### src/rtl/itsa_pkg.sv
package itsa_pkg;

   // Fixed field widths of the request and result beats.
   localparam int ID_W       = 64;
   localparam int SLOT_OUT_W = 6;
   localparam int STATUS_W   = 3;
   localparam int RSP_DATA_W = 8;

   // Request kinds.
   typedef enum logic {
      OP_ADD    = 1'b0,
      OP_REMOVE = 1'b1
   } opcode_type;

   // Result status codes.
   typedef enum logic [STATUS_W-1:0] {
      STATUS_FOUND   = 3'd0,
      STATUS_NEW     = 3'd1,
      STATUS_FULL    = 3'd2,
      STATUS_REMOVED = 3'd3,
      STATUS_MISSING = 3'd4
   } status_type;

   // Update commands for the identifier table.
   typedef struct packed {
      logic set_valid;
      logic clear_valid;
   } cam_cmd_type;

   // Update commands for the free stack.
   typedef struct packed {
      logic pop;
      logic push;
   } stack_cmd_type;

   // Occupancy flags of the free stack.
   typedef struct packed {
      logic empty;
      logic full;
   } stack_status_type;

endpackage

### src/rtl/itsa_free_stack.sv
module itsa_free_stack #(
   parameter int SLOT_COUNT = 64,
   localparam int SLOT_W = (SLOT_COUNT > 1) ? $clog2(SLOT_COUNT) : 1
) (
   input  logic                       clock,
   input  logic                       reset,
   input  itsa_pkg::stack_cmd_type    cmd,
   input  logic [SLOT_W-1:0]          push_slot,
   output logic [SLOT_W-1:0]          top_slot,
   output itsa_pkg::stack_status_type stat
);
   import itsa_pkg::*;

   localparam int CNT_W = $clog2(SLOT_COUNT + 1);

   // Position 0 is always the top of the stack; entries shift on push and pop.
   logic [SLOT_W-1:0] stack_ff [SLOT_COUNT];
   logic [SLOT_W-1:0] stack_in [SLOT_COUNT];
   logic [CNT_W-1:0]  count_ff;
   logic [CNT_W-1:0]  count_in;

   assign stat.empty = (count_ff == '0);
   assign stat.full  = (count_ff == CNT_W'(SLOT_COUNT));
   assign top_slot   = stack_ff[0];

   // Shift the entries up on a pop and down on a push.
   always_comb begin
      stack_in = stack_ff;
      count_in = count_ff;
      if (cmd.pop && !stat.empty) begin
         for (int j = 0; j < SLOT_COUNT - 1; j++) begin
            stack_in[j] = stack_ff[j+1];
         end
         count_in = count_ff - 1'b1;
      end else if (cmd.push && !stat.full) begin
         stack_in[0] = push_slot;
         for (int j = 1; j < SLOT_COUNT; j++) begin
            stack_in[j] = stack_ff[j-1];
         end
         count_in = count_ff + 1'b1;
      end
   end

   // From reset the stack yields slots in ascending order.
   always_ff @(posedge clock) begin
      if (reset) begin
         for (int j = 0; j < SLOT_COUNT; j++) begin
            stack_ff[j] <= SLOT_W'(j);
         end
         count_ff <= CNT_W'(SLOT_COUNT);
      end else begin
         stack_ff <= stack_in;
         count_ff <= count_in;
      end
   end

endmodule

### config.mk
export PLATFORM = sky130hd
export DESIGN_NAME = itsa_free_stack
export DESIGN_NICKNAME = d
export VERILOG_FILES = /design/src/rtl/itsa_pkg.sv /design/src/rtl/itsa_free_stack.sv
export SDC_FILE = /design/constraint.sdc
export NUM_CORES = 1
export LEC_CHECK = 0
export BUFFER_PORTS_ARGS = -buffer_cell sky130_fd_sc_hd__buf_4
export CAP_MARGIN = 5
export CORE_UTILIZATION = 55
export CTS_CLUSTER_SIZE = 40
export DETAILED_ROUTE_END_ITERATION = 10
export MAX_ROUTING_LAYER = met4
export PLACE_DENSITY = 0.82
export SLEW_MARGIN = 10
export SYNTH_ARGS = -nofsm -noshare
export SYNTH_HDL_FRONTEND = slang
export SYNTH_SLANG_ARGS = --single-unit
### constraint.sdc
create_clock -name clock -period 5.2 [get_ports clock]
set_input_delay 0.78 -clock clock [delete_from_list [all_inputs] [get_ports clock]]
set_output_delay 0.78 -clock clock [all_outputs]
set_load 0.02 [all_outputs]
==> impl_results.md <==
* Outcome: complete, no violations
* First-pass GRT wire length at 59500 um
* Commonest non-fill, non-tap cell in the layout: nand2_1
* Area share of the largest cell type after synthesis at 0.444
* Syn_nets at 2396
* Die width at 181 um
* Final ANT Viol Nets at 0
* Area leader, netlist: dfxtp_1
* CTS tree: yes
* Area delta synth->final at 7.23%
* Power Total at 0.0101 W
* Post-synth EDFFs at 0
* Antenna diodes at 0
* FP Rows at 65
* Final hold slack at 0.482 ns
* Top cells by area, synth: dfxtp_1, nand2_1, a311oi_1
* Main synth FF type: dfxtp_1
* Avg Cell Area, Syn at 7.41 um2
* Final wirelength at 33800 um
* Tot GR Track Use at 0.209
* Ports at 18
* Post-CTS sizing at 0
* Layout cells sized above 1 at 0.0671
* Crit share post-route at 0.637
* Reg2Reg Launch Point: count_ff[0]
* Inserted Clock Buffers at 42
* DR iter-0 viols at 1372
* Clock buffer depth at 3
* Average wire per standard cell at 12.7 um
* Hold Path Class: reg -> reg
* Min-delay src: stack_ff[43]
* Max-Cap Viols at 0
* CP Data Required Time at 5.67 ns
* Fmax achieved at 302 MHz
* Synth Cell Area at 17600 um2
* Syn Inst Count at 2380
* Setup violators final at 0
* Seq/Total Area, Yosys at 0.444
* Via count at 15100
* Worst-path clk slew at 0.06 ns
* H-tree levels at 2
* Buffers on Ports at 17
* Postcts setup bufs at 0
* Core area at 31600 um2
* Min Tclk post-route at 3.31 ns
* Lkg Pwr at 7.55 nW
* Final TNS setup at 0 ns
* Peak supply drop at 0.390 mV
* Crit path from: count_ff[0]
* Drt via density at 5.68
* Crit start category: flip-flop
* #FFs+latches synth at 391
* Commonest cells after routing, fill and taps aside: nand2_1, dfxtp_1, nor2_1, a311oi_1, a31oi_1
* Post-detail-place hpwl at 17200 um
* Largest net degree at the start of global routing at 284
* GR Overflow Total at 0
* Synth Warn # at 0
* PwrDens at 536 nW/um2
* Die Span Y at 181 um
* Library cells used by synthesis at 37
* Final count of pins violating max slew at 0
* Skew-Pair Late Insertion Delay at 0.54 ns
* GP Congestion at 0.765
* Root buf cell: clkbuf_16
* Fin. Hold Viols at 0
* Post-CTS Hold Buffers at 0
* Unrepaired setup endpoints after global routing: false
* Max-slew headroom at 0.215
* Die area at 32800 um2
* Critical path type: reg -> reg
* Inst Count DP at 2589
* Critical path fanouts, max at 6
* Drc violations at 0
* Initial cell density of the core at 0.559
* Drt first pass iters at 5
* Number of global-route vias before repair at 13800
* Crit. End Element: flip-flop
* Clock tree sinks at 391
* Layout fillers at 2687
* # nets final at 2247
* Arrival @ worst endpoint at 3.78 ns
* Non-Filler Instances at 2666
* Worst Tran Pin Value at 1.18 ns
* Async SR Flop Fraction at 0
* Initial antenna violation count at 0
* Clock Skew at 0.0211 ns
final timing paths:
check,slack (ns),cells past startpoint,endpoint
worst max-delay path,1.89,9,count_ff[6]
worst min-delay path,0.48,2,stack_ff[37]
worst max register to register,1.89,9,count_ff[6]
worst min register to register,0.48,2,stack_ff[37]
per-layer routing:
layer	routed length, um	track usage	share of wire
met1	16600	0.257	0.49
met2	15700	0.358	0.47
met3	956	0.0284	0.028
met4	552	0.0569	0.016
met5	0	-	0
worst max-delay path, stage by stage, from the launching register on:
cell     delay [ns]
dfxtp_1        0.36
or4_4          0.62
o41ai_4        0.51
inv_1          0.28
ha_1           0.40
nor2b_1        0.17
o31a_1         0.26
o22ai_1        0.17
mux2i_1        0.26
mux2i_1        0.20
flip-flops by register name, summed over array words and instances, names as in the netlist:
name / cells
stack_ff: 378
count_ff: 7
top_slot: 6
Yosys cell counts (2+ instances only):
library cell	instances
a211o_1	6
a211oi_1	3
a21oi_1	3
a311oi_1	192
a31oi_1	181
and3_1	5
buf_2	112
buf_4	13
clkbuf_1	94
dfxtp_1	391
ha_1	5
inv_1	5
mux2i_1	5
nand2_1	756
nor2_1	388
nor2b_1	9
nor3b_1	2
o21a_1	2
o21ai_0	5
o21bai_1	5
or2_1	130
or2_2	52
xnor2_1	2
stage by stage:
step	instance area (um2)	worst slack [ns]	utilization
3_5_place_dp	17500	1.95	0.553
2_1_floorplan	17600	2.30	-
3_3_place_gp	17500	2.06	0.553
4_1_cts	18900	1.88	0.600
5_1_grt	18900	1.68	0.600
6_report	18900	1.89	0.600
report_power, final:
part	total (W)	switching (W)	internal, W
clock	0.00313	0.00121	0.00192
combinational	0.00286	0.00175	0.00111
sequential	0.00414	0.000495	0.00365
final cells by class:
cell class | instances | area (um2) | area share
Clock buffer | 64 | 1250 | 0.0663
Clock inverter | 13 | 213 | 0.0112
Inverter | 5 | 18.8 | 0.000992
Multi-Input combinational cell | 1764 | 8800 | 0.465
Sequential cell | 391 | 7830 | 0.414
Tap cell | 402 | 503 | 0.0266
Timing Repair Buffer | 27 | 298 | 0.0157
logic make-up (layout without fill, tap and decap cells):
group                    Yosys count  count (layout)  share of synthesized area
buffers and inverters            225             109                     0.0590
AO/OA/AOI/OAI                    403             403                      0.172
XOR/XNOR                           2               2                   0.000993
adder cells (fa/ha/maj)            6               6                    0.00468
AND/OR/NAND/NOR                 1347            1347                      0.316
multiplexers                       6               6                    0.00347
flip-flops                       391             391                      0.444
Note: power is estimated with default switching activity, not from simulation.
